===== config.mk =====
export PLATFORM = sky130hd
export DESIGN_NAME = row_binarize_with_mean_abs_scale
export DESIGN_NICKNAME = d
export VERILOG_FILES = /design/src/hdl/rbms_pkg.sv /design/src/hdl/rbms_div.sv /design/src/hdl/row_binarize_with_mean_abs_scale.sv
export SDC_FILE = /design/constraint.sdc
export NUM_CORES = 1
export LEC_CHECK = 0
export BUFFER_PORTS_ARGS = -buffer_cell sky130_fd_sc_hd__buf_2
export CAP_MARGIN = 20
export CORE_MARGIN = 2
export CORE_UTILIZATION = 35
export DETAILED_ROUTE_END_ITERATION = 12
export PLACE_DENSITY = 0.62
export SYNTH_ARGS = -nofsm -noshare
export SYNTH_HDL_FRONTEND = slang
export SYNTH_SLANG_ARGS = --single-unit

===== constraint.sdc =====
create_clock -name aclk -period 3.5 [get_ports aclk]
set_input_delay 0.35 -clock aclk [delete_from_list [all_inputs] [get_ports aclk]]
set_output_delay 0.35 -clock aclk [all_outputs]
set_load 0.01 [all_outputs]

===== src/hdl/rbms_pkg.sv =====
package rbms_pkg;

    localparam int ROW_MAX     = 64;
    localparam int IDX_W       = $clog2(ROW_MAX);
    localparam int CNT_W       = IDX_W + 1;
    localparam int WEIGHT_W    = 16;
    localparam int SUM_W       = 22;
    localparam int ALPHA_W     = 15;
    localparam int DIV_STEPS   = SUM_W;
    localparam int STEP_W      = $clog2(DIV_STEPS);

    localparam logic [SUM_W-1:0] ALPHA_MAX = SUM_W'(32767);

    typedef enum logic [1:0] {
        ST_FILL,
        ST_DIV,
        ST_READ,
        ST_SHOW
    } state_t;

endpackage


===== src/hdl/rbms_div.sv =====
module rbms_div (
    input  logic                              aclk,
    input  logic                              aresetn,
    input  logic                              start,
    input  logic [rbms_pkg::SUM_W-1:0]        dividend,
    input  logic [rbms_pkg::CNT_W-1:0]        divisor,
    output logic                              done,
    output logic [rbms_pkg::SUM_W-1:0]        quotient
);

    logic                              busy_reg, busy_next;
    logic                              done_reg, done_next;
    logic [rbms_pkg::STEP_W-1:0]       step_reg, step_next;
    logic [rbms_pkg::CNT_W-1:0]        rem_reg, rem_next;
    logic [rbms_pkg::CNT_W-1:0]        dvs_reg, dvs_next;
    logic [rbms_pkg::SUM_W-1:0]        quo_reg, quo_next;
    logic [rbms_pkg::CNT_W:0]          trial;
    logic                              fits;

    // one quotient bit per cycle, restoring
    assign trial = {rem_reg, quo_reg[rbms_pkg::SUM_W-1]};
    assign fits  = (trial >= {1'b0, dvs_reg});

    always_comb begin
        busy_next = busy_reg;
        done_next = 1'b0;
        step_next = step_reg;
        rem_next  = rem_reg;
        dvs_next  = dvs_reg;
        quo_next  = quo_reg;
        if (start) begin
            busy_next = 1'b1;
            step_next = '0;
            rem_next  = '0;
            dvs_next  = divisor;
            quo_next  = dividend;
        end else if (busy_reg) begin
            rem_next = fits ? rbms_pkg::CNT_W'(trial - {1'b0, dvs_reg})
                            : rbms_pkg::CNT_W'(trial);
            quo_next = {quo_reg[rbms_pkg::SUM_W-2:0], fits};
            if (step_reg == rbms_pkg::STEP_W'(rbms_pkg::DIV_STEPS - 1)) begin
                busy_next = 1'b0;
                done_next = 1'b1;
            end else begin
                step_next = step_reg + 1'b1;
            end
        end
    end

    always_ff @(posedge aclk) begin
        if (!aresetn) begin
            busy_reg <= 1'b0;
            done_reg <= 1'b0;
            step_reg <= '0;
        end else begin
            busy_reg <= busy_next;
            done_reg <= done_next;
            step_reg <= step_next;
        end
    end

    always_ff @(posedge aclk) begin
        rem_reg <= rem_next;
        dvs_reg <= dvs_next;
        quo_reg <= quo_next;
    end

    assign done     = done_reg;
    assign quotient = quo_reg;

endmodule


===== src/hdl/row_binarize_with_mean_abs_scale.sv =====
// Row binarizer with mean-absolute scaling. Elements of one row (up to 64) are
// taken one per cycle into a local store while the absolute sum is built; a row
// ends on last_in_row or when the 64th element arrives. Input ready then drops,
// a bit-serial divider forms alpha = sum / count (saturated to 32767), and the
// row is played back in order, each item by a store read and then an output
// that may stall on m_ready; input ready returns after the row's last item is
// taken. With row_mask set on the closing element each weight becomes +alpha
// (weight >= 0) or -alpha; otherwise weights pass through unchanged.
module row_binarize_with_mean_abs_scale (
    input  logic                                  aclk,
    input  logic                                  aresetn,
    input  logic                                  s_valid,
    output logic                                  s_ready,
    input  logic signed [rbms_pkg::WEIGHT_W-1:0]  s_weight,
    input  logic                                  s_row_mask,
    input  logic                                  s_last_in_row,
    output logic                                  m_valid,
    input  logic                                  m_ready,
    output logic signed [rbms_pkg::WEIGHT_W-1:0]  m_value,
    output logic                                  m_last_of_row
);

    rbms_pkg::state_t                   state_reg, state_next;
    logic [rbms_pkg::CNT_W-1:0]         count_reg, count_next;
    logic [rbms_pkg::SUM_W-1:0]         sum_reg, sum_next;
    logic                               mask_reg, mask_next;
    logic [rbms_pkg::ALPHA_W-1:0]       alpha_reg, alpha_next;
    logic [rbms_pkg::IDX_W-1:0]         rd_idx_reg, rd_idx_next;
    logic [rbms_pkg::WEIGHT_W-1:0]      rd_data_reg;
    logic [rbms_pkg::WEIGHT_W-1:0]      row_mem [rbms_pkg::ROW_MAX];

    logic                               in_fire, out_fire, row_end, is_last;
    logic [rbms_pkg::WEIGHT_W-1:0]      abs_w, pos_alpha, neg_alpha;
    logic                               div_done;
    logic [rbms_pkg::SUM_W-1:0]         div_quo;

    assign in_fire  = s_valid && s_ready;
    assign out_fire = m_valid && m_ready;
    assign row_end  = s_last_in_row ||
                      (count_reg == rbms_pkg::CNT_W'(rbms_pkg::ROW_MAX - 1));
    assign is_last  = ({1'b0, rd_idx_reg} + 1'b1) == count_reg;
    assign abs_w    = s_weight[rbms_pkg::WEIGHT_W-1] ? (~s_weight + 1'b1) : s_weight;

    rbms_div u_div (
        .aclk     (aclk),
        .aresetn  (aresetn),
        .start    (in_fire && row_end),
        .dividend (sum_next),
        .divisor  (count_next),
        .done     (div_done),
        .quotient (div_quo)
    );

    always_comb begin
        state_next = state_reg;
        unique case (state_reg)
            rbms_pkg::ST_FILL: begin
                if (in_fire && row_end) state_next = rbms_pkg::ST_DIV;
            end
            rbms_pkg::ST_DIV: begin
                if (div_done) state_next = rbms_pkg::ST_READ;
            end
            rbms_pkg::ST_READ: begin
                state_next = rbms_pkg::ST_SHOW;
            end
            rbms_pkg::ST_SHOW: begin
                if (out_fire) state_next = is_last ? rbms_pkg::ST_FILL : rbms_pkg::ST_READ;
            end
            default: state_next = rbms_pkg::ST_FILL;
        endcase
    end

    always_comb begin
        count_next  = count_reg;
        sum_next    = sum_reg;
        mask_next   = mask_reg;
        alpha_next  = alpha_reg;
        rd_idx_next = rd_idx_reg;
        s_ready     = 1'b0;
        m_valid     = 1'b0;
        unique case (state_reg)
            rbms_pkg::ST_FILL: begin
                s_ready = 1'b1;
                if (in_fire) begin
                    count_next = count_reg + 1'b1;
                    sum_next   = sum_reg + rbms_pkg::SUM_W'(abs_w);
                    mask_next  = s_row_mask;
                end
            end
            rbms_pkg::ST_DIV: begin
                if (div_done) begin
                    alpha_next  = (div_quo > rbms_pkg::ALPHA_MAX)
                                ? rbms_pkg::ALPHA_W'(rbms_pkg::ALPHA_MAX)
                                : div_quo[rbms_pkg::ALPHA_W-1:0];
                    sum_next    = '0;
                    rd_idx_next = '0;
                end
            end
            rbms_pkg::ST_READ: begin
            end
            rbms_pkg::ST_SHOW: begin
                m_valid = 1'b1;
                if (out_fire) begin
                    if (is_last) begin
                        count_next = '0;
                    end else begin
                        rd_idx_next = rd_idx_reg + 1'b1;
                    end
                end
            end
            default: begin
            end
        endcase
    end

    always_ff @(posedge aclk) begin
        if (!aresetn) begin
            state_reg <= rbms_pkg::ST_FILL;
            count_reg <= '0;
            sum_reg   <= '0;
        end else begin
            state_reg <= state_next;
            count_reg <= count_next;
            sum_reg   <= sum_next;
        end
    end

    always_ff @(posedge aclk) begin
        mask_reg   <= mask_next;
        alpha_reg  <= alpha_next;
        rd_idx_reg <= rd_idx_next;
    end

    always_ff @(posedge aclk) begin
        if (in_fire) row_mem[count_reg[rbms_pkg::IDX_W-1:0]] <= s_weight;
        rd_data_reg <= row_mem[rd_idx_reg];
    end

    assign pos_alpha     = {1'b0, alpha_reg};
    assign neg_alpha     = ~pos_alpha + 1'b1;
    assign m_value       = mask_reg ? (rd_data_reg[rbms_pkg::WEIGHT_W-1] ? neg_alpha : pos_alpha)
                                    : rd_data_reg;
    assign m_last_of_row = is_last;

endmodule


======== Word level (Yosys, flattened, before mapping) ========
Memories as Yosys holds them, arrays and structs flattened. A register that Yosys moved wholly into a read port is not among the register bits.
Cells that the tools add are included.
cells by class
  bitwise logic cells ..................... 5
  eq/ne operators ......................... 10
  add/sub/neg operators ................... 8
  reduce and logical (&&, ||, !) cells .... 14
  multiplexer cells ....................... 30
  $lt $le $gt $ge ......................... 2
operator list
  operator                                                                            number
  22-bit two-way mux                                                                  4
  16-bit two-way mux                                                                  3
  22-bit case mux with 2 select lines                                                 1
  16-bit by 1-bit adder with 16-bit output (second input constant)                    2
  7-bit two-way mux                                                                   4
  22-bit by 16-bit adder with 22-bit output                                           1
  22-bit by 15-bit greater-than comparator with 1-bit output (second input constant)  1
  6-bit two-way mux                                                                   3
  15-bit NOT with 16-bit output                                                       1
  16-bit NOT                                                                          1
  7-bit case mux with 2 select lines                                                  1
  6-bit case mux with 2 select lines                                                  1
  8-bit by 7-bit greater-or-equal comparator with 1-bit output                        1
  1-bit two-way mux                                                                   8
  2-bit two-way mux                                                                   4
  2-bit case mux with 4 select lines                                                  1
  6-bit by 1-bit adder with 7-bit output (second input constant)                      1
  7-bit by 1-bit adder with 7-bit output (second input constant)                      1
  7-bit by 6-bit equality test with 1-bit output (second input constant)              1
  7-bit equality test                                                                 1
  7-bit subtractor                                                                    1
  6-bit by 1-bit adder with 6-bit output (second input constant)                      1
  2-bit AND reduction                                                                 3
  5-bit by 1-bit adder with 5-bit output (second input constant)                      1
  other kinds (14)                                                                    22
storage, ports and cells
  memories ................................ 1
  bits in registers ....................... 96
  bits of input ports ..................... 22
  memory bits (writable) .................. 1024
memories
  name     depth  bits a word  rd ports  clocked after memory_dff  wr ports  line                                    text
  row_mem  64     16           1         1                         1         row_binarize_with_mean_abs_scale.sv:30  logic [rbms_pkg::WEIGHT_W-1:0] row_mem [rbms_pkg::ROW_MAX];

======== Logic depth before layout (Yosys ltp) ========
  depth in word-level cells ............... 7
  gate-level depth with buffers ........... 14
  depth with buffers taken out ............ 13

======== Hierarchy ========
From an unflattened synthesis, not the netlist that was laid out.
second synthesis, totals
  cells, all modules ...................... 2418
  area total of the unflattened synthesis .. 46119.2 um^2
modules (own cells, without submodules)
  module                            cells an instance  area an instance (um^2)  instances
  row_binarize_with_mean_abs_scale  2232               43859.6                  1
  rbms_div                          186                2259.7                   1

======== Worst setup path after synthesis ========
OpenSTA, ideal clock, no wires.
  path kind ............................... input-to-reg
  start ................................... in s_weight[3] (netlist name)
  end ..................................... reg u_div.quo_reg (netlist bit u_div.quotient[19]) (data pin)
  data required time ...................... 3.218 ns
  cell stages on the path ................. 12
  arrival ................................. 3.074 ns
  setup time .............................. 0.282 ns
  setup slack ............................. 0.144 ns
  path through ............................ nor4_1 > inv_1 > nor3_1 > nand2_1 > o31ai_1 > xnor2_1 > ha_1 > a211o_1 > a221oi_1 > o22ai_1 > a2bb2oi_1 > a21oi_1
between the ends
  longest elaborated chain between the ends .. 7
RTL lines
  what                                         line                                    text
  start: declaration                           row_binarize_with_mean_abs_scale.sv:14  input logic signed [rbms_pkg::WEIGHT_W-1:0] s_weight,
  16-bit NOT                                   row_binarize_with_mean_abs_scale.sv:42  assign abs_w = s_weight[rbms_pkg::WEIGHT_W-1] ? (~s_weight + 1'b1) : s_weight;
  16-bit by 1-bit adder with 16-bit output     row_binarize_with_mean_abs_scale.sv:42
  16-bit two-way mux *                         row_binarize_with_mean_abs_scale.sv:42
  22-bit by 16-bit adder with 22-bit output *  row_binarize_with_mean_abs_scale.sv:86  sum_next = sum_reg + rbms_pkg::SUM_W'(abs_w);
  22-bit two-way mux *                         row_binarize_with_mean_abs_scale.sv:84  if (in_fire) begin
  22-bit case mux with 2 select lines *        row_binarize_with_mean_abs_scale.sv:81  unique case (state_reg)
  22-bit two-way mux *                         rbms_div.sv:31                          if (start) begin
  net u_div.quo_next (one bit)                 rbms_div.sv:16                          logic [rbms_pkg::SUM_W-1:0] quo_reg, quo_next;
  end signal: assignment                       rbms_div.sv:65                          quo_reg <= quo_next;
  end: declaration                             rbms_div.sv:16
The timed path passes the listed nets; every way through them passes the cells marked *.
A chain may end at the register's enable or synchronous reset.

======== Final worst setup path ========
  start ................................... reg alpha_reg[0] (netlist name)
  end ..................................... out m_value[13] (netlist name)
between the ends
  longest elaborated chain between the ends .. 4
RTL lines
  what                                      line                                     text
  start: declaration                        row_binarize_with_mean_abs_scale.sv:27   logic [rbms_pkg::ALPHA_W-1:0] alpha_reg, alpha_next;
  start signal: assignment                  row_binarize_with_mean_abs_scale.sv:130  alpha_reg <= alpha_next;
  15-bit NOT with 16-bit output             row_binarize_with_mean_abs_scale.sv:140  assign neg_alpha = ~pos_alpha + 1'b1;
  16-bit by 1-bit adder with 16-bit output  row_binarize_with_mean_abs_scale.sv:140
  16-bit two-way mux (2 in series)          row_binarize_with_mean_abs_scale.sv:141  assign m_value = mask_reg ? (rd_data_reg[rbms_pkg::WEIGHT_W-1] ? neg_alpha : pos_alpha)
  end: declaration                          row_binarize_with_mean_abs_scale.sv:19   output logic signed [rbms_pkg::WEIGHT_W-1:0] m_value,
Every way passes these cells.

==> metrics.txt <==
# TYPE chip_impl_metric gauge
chip_impl_metric{name="antenna_cells_inserted",unit=""} 0
chip_impl_metric{name="synth_enable_flop_cells",unit=""} 1075
chip_impl_metric{name="cellLeakagePower",unit="nW"} 17.27
chip_impl_info{name="critPathLaunchType",value="flip-flop"} 1
chip_impl_metric{name="critical_path.max_fanout",unit=""} 3
chip_impl_metric{name="layout.nets",unit=""} 2798
chip_impl_info{name="synth_top_flop_cell",value="edfxtp_1"} 1
chip_impl_metric{name="fraction_of_registers_with_async_set_reset",unit="%"} 0
chip_impl_metric{name="ys_seq_area_share",unit="%"} 72.94
chip_impl_metric{name="slew_headroom",unit="%"} 43.65
chip_impl_metric{name="cap_violations",unit=""} 0
chip_impl_metric{name="grt_first_pass_wirelength",unit="microns"} 167900
chip_impl_metric{name="drive_gt1_share",unit="%"} 23.37
chip_impl_metric{name="powerDensity",unit="nW/um^2"} 657.0
chip_impl_metric{name="area.growth.synth_to_final",unit="%"} 15.27
chip_impl_metric{name="finalHoldViolations",unit=""} 0
chip_impl_metric{name="largest_register_ff_count",unit=""} 1024
chip_impl_metric{name="synthesis.nets",unit=""} 2580
chip_impl_metric{name="final.setup_skew",unit="ns"} 0.02345
chip_impl_metric{name="syn-instance-count",unit=""} 2521
chip_impl_metric{name="holdWs",unit="ns"} 0.05767
chip_impl_metric{name="critPathRequiredTime",unit="ns"} 3.15
chip_impl_metric{name="vdd_ir_drop_max",unit="uV"} 565.6
chip_impl_metric{name="max_slew_violation_count",unit=""} 0
chip_impl_info{name="worst_setup_path_end_kind",value="output pin"} 1
chip_impl_metric{name="crit_arrival",unit="ns"} 3.35
chip_impl_info{name="tritoncts",value="yes"} 1
chip_impl_metric{name="maximum_number_of_pins_on_one_net_before_global_route_repair",unit=""} 86
chip_impl_metric{name="initial_core_util",unit="%"} 35.38
chip_impl_metric{name="cts_htree_levels",unit=""} 3
chip_impl_metric{name="drt_pass1_iterations",unit=""} 5
chip_impl_metric{name="io_pins",unit=""} 41
chip_impl_metric{name="worstSkewPairLatency",unit="ns"} 0.70
chip_impl_metric{name="place_congestion",unit=""} 0.8361
chip_impl_metric{name="die_h",unit="microns"} 366.3
chip_impl_metric{name="finalSetupViolations",unit=""} 5
chip_impl_metric{name="cts_made_buffers",unit=""} 111
chip_impl_metric{name="final_antenna_net_count",unit=""} 0
chip_impl_metric{name="fp.dieW",unit="microns"} 366.3
chip_impl_metric{name="ys_warn_count",unit=""} 0
chip_impl_info{name="worst-setup-path-type",value="reg -> out"} 1
chip_impl_metric{name="core_area",unit="sq um"} 129800
chip_impl_metric{name="layout_setup_ws",unit="ns"} -0.1986
chip_impl_info{name="failed_checks",value="setup timing"} 1
chip_impl_metric{name="grt_pass1_vias",unit=""} 24100
chip_impl_metric{name="gr-total-overflow",unit=""} 0
chip_impl_metric{name="port_buffers",unit=""} 40
chip_impl_metric{name="synthesis.area",unit="sq um"} 45930
chip_impl_info{name="cell_at_the_root_of_the_clock_tree",value="clkbuf_16"} 1
chip_impl_metric{name="drc_errors",unit=""} 0
chip_impl_metric{name="drt-total-wl",unit="microns"} 115400
chip_impl_metric{name="row_count",unit=""} 132
chip_impl_metric{name="via_per_inst",unit=""} 5.377
chip_impl_metric{name="syn_avg_cell_area",unit="sq um"} 18.22
chip_impl_metric{name="clkSlewWorstSetupHoldPaths",unit="ns"} 0.06
chip_impl_metric{name="grt.total_usage",unit="%"} 16.90
chip_impl_metric{name="die_area",unit="sq um"} 134100
chip_impl_metric{name="drt_first_iter_violations",unit=""} 2484
chip_impl_metric{name="setup_tns",unit="ns"} -0.5914
chip_impl_metric{name="clk_path_buf_depth",unit=""} 3
chip_impl_info{name="unrepaired_setup_endpoints_after_global_routing",value="true"} 1
chip_impl_info{name="hold_path.class",value="in -> reg"} 1
chip_impl_metric{name="total_via_count_after_detailed_routing",unit=""} 24580
chip_impl_info{name="result_of_the_run",value="finished, violations left"} 1
chip_impl_metric{name="detail_route.wl_per_cell",unit="microns"} 25.25
chip_impl_metric{name="post_detail_place_hpwl",unit="microns"} 69470
chip_impl_metric{name="final_min_period_over_clock_period",unit="%"} 105.7
chip_impl_metric{name="clock-sinks",unit=""} 1136
chip_impl_metric{name="maxClockFrequency",unit="MHz"} 270.4
chip_impl_metric{name="total_of_flip_flops_plus_latches_after_synthesis",unit=""} 1136
chip_impl_metric{name="antenna_found_initial",unit=""} 8
chip_impl_metric{name="netlist-cell-type-count",unit=""} 70
chip_impl_metric{name="detailedPlace.worstSlack",unit="ns"} -0.2208
chip_impl_metric{name="worst_pin_slew",unit="ns"} 0.8421
chip_impl_metric{name="finalCriticalPeriod",unit="ns"} 3.699
-- layout by cell type, fill, tap and decap left out, types with 26 or more instances in the layout --
master | synthesis | routed
mux4_2 | 224 | 224
edfxtp_1 | 1075 | 1075
inv_1 | 38 | 38
xnor2_1 | 26 | 26
ha_1 | 35 | 35
buf_2 | 29 | 40
clkbuf_1 | 79 | 34
nand3_1 | 26 | 26
o221ai_1 | 65 | 65
a21oi_1 | 86 | 84
clkinv_1 | 3 | 29
buf_4 | 8 | 179
dfxtp_1 | 61 | 61
nor2_1 | 133 | 121
o22ai_1 | 34 | 34
clkbuf_16 | 0 | 113
o21ai_0 | 47 | 46
mux2i_1 | 132 | 132
nand2_1 | 121 | 120
-- worst paths after layout --
kind	startpoint	end	slack, ns	cells after the start
max	alpha_reg[0]	m_value[13]	-0.20	7
min	s_weight[10]	row_mem[38][10]	0.06	1
max reg2reg	rd_idx_reg[0]	rd_data_reg[0]	0.57	8
min reg2reg	u_div.rem_reg[6]	u_div.rem_reg[6]	0.47	2
-- critical path: stages (launching register included) --
cell and delay (ns):
edfxtp_1 0.41, or4_4 0.55, or4_4 0.45, or4_4 0.47, o41ai_4 0.25, xor2_1 0.12, a21oi_2 0.23, buf_2 0.18
-- report_power, final --
group / switching, mW / internal (mW)
clock network: 4.99 / 6.35
registers: 0.335 / 15.4
logic: 4.52 / 3.21
-- cells by family after synthesis --
kind of cell | share of synthesized area (%)
buffers and inverters | 1.566
and+or+nand+nor | 4.056
DFF | 72.94
adders and majority gates | 1.041
AOI/OAI and AO/OA | 5.328
xor gates and xnor gates | 0.9153
muxes | 14.15
-- per-stage QoR --
| stage | total power, mW | util [%] | std cells | instance area, sq um |
|---|---|---|---|---|
| after floorplan | 20.71 | - | 2521 | 45930 |
| after CTS | 34.99 | 40.78 | 4571 | 52940 |
| after global placement | 23.62 | 38.10 | 4364 | 49460 |
| after detailed placement | 23.68 | 38.10 | 4364 | 49460 |
| final | 34.79 | 40.78 | 4571 | 52940 |
| after global routing | 36.11 | 40.78 | 4571 | 52940 |
-- synthesized netlist by cell type, types with 17 or more instances --
cell type     n  area, sq um
inv_1        38        142.6
o21ai_0      47        235.2
o22ai_1      34        212.7
nor3_1       17        85.08
nor2_1      133        499.2
dfxtp_1      61         1221
nand3_1      26        130.1
ha_1         35        437.9
nand2_1     121        454.2
xor2_1       22        192.7
a211oi_1     19        142.6
a22oi_1      19        142.6
clkbuf_1     79        296.5
xnor2_1      26        227.7
buf_1        17        63.81
mux2i_1     132         1321
edfxtp_1   1075        32280
o221ai_1     65        569.3
buf_2        29        145.1
mux4_2      224         5045
a21oi_1      86        430.4
-- cell type report --
cell class	count	area, sq um
Fill cell	11620	76870
Sequential cell	1136	33500
Multi-Input combinational cell	1211	11780
Clock buffer	150	2997
Tap cell	1742	2180
Timing Repair Buffer	238	1914
Clock inverter	53	420.4
Inverter	41	153.9
-- what timing repair did --
action / 4_1_cts / 5_1_grt
hold buffers: 1 / 0
endpoints found under the setup margin: 6 / 8
gates resized for setup: 7 / 1
pin swaps: 3 / 0
hold endpoints to repair: 1 / 0
gates cloned: 0 / 0
buffers inserted: 3 / 0
-- per-layer routing --
layer,global-route usage (%),up-vias,wire (microns)
met5,0,-,13
met4,4.020,2,2284
met3,2.289,146,8146
li1,-,10690,-
met2,27.60,952,55280
met1,23.98,12790,49680
Note: power is estimated with default switching activity, not from simulation.
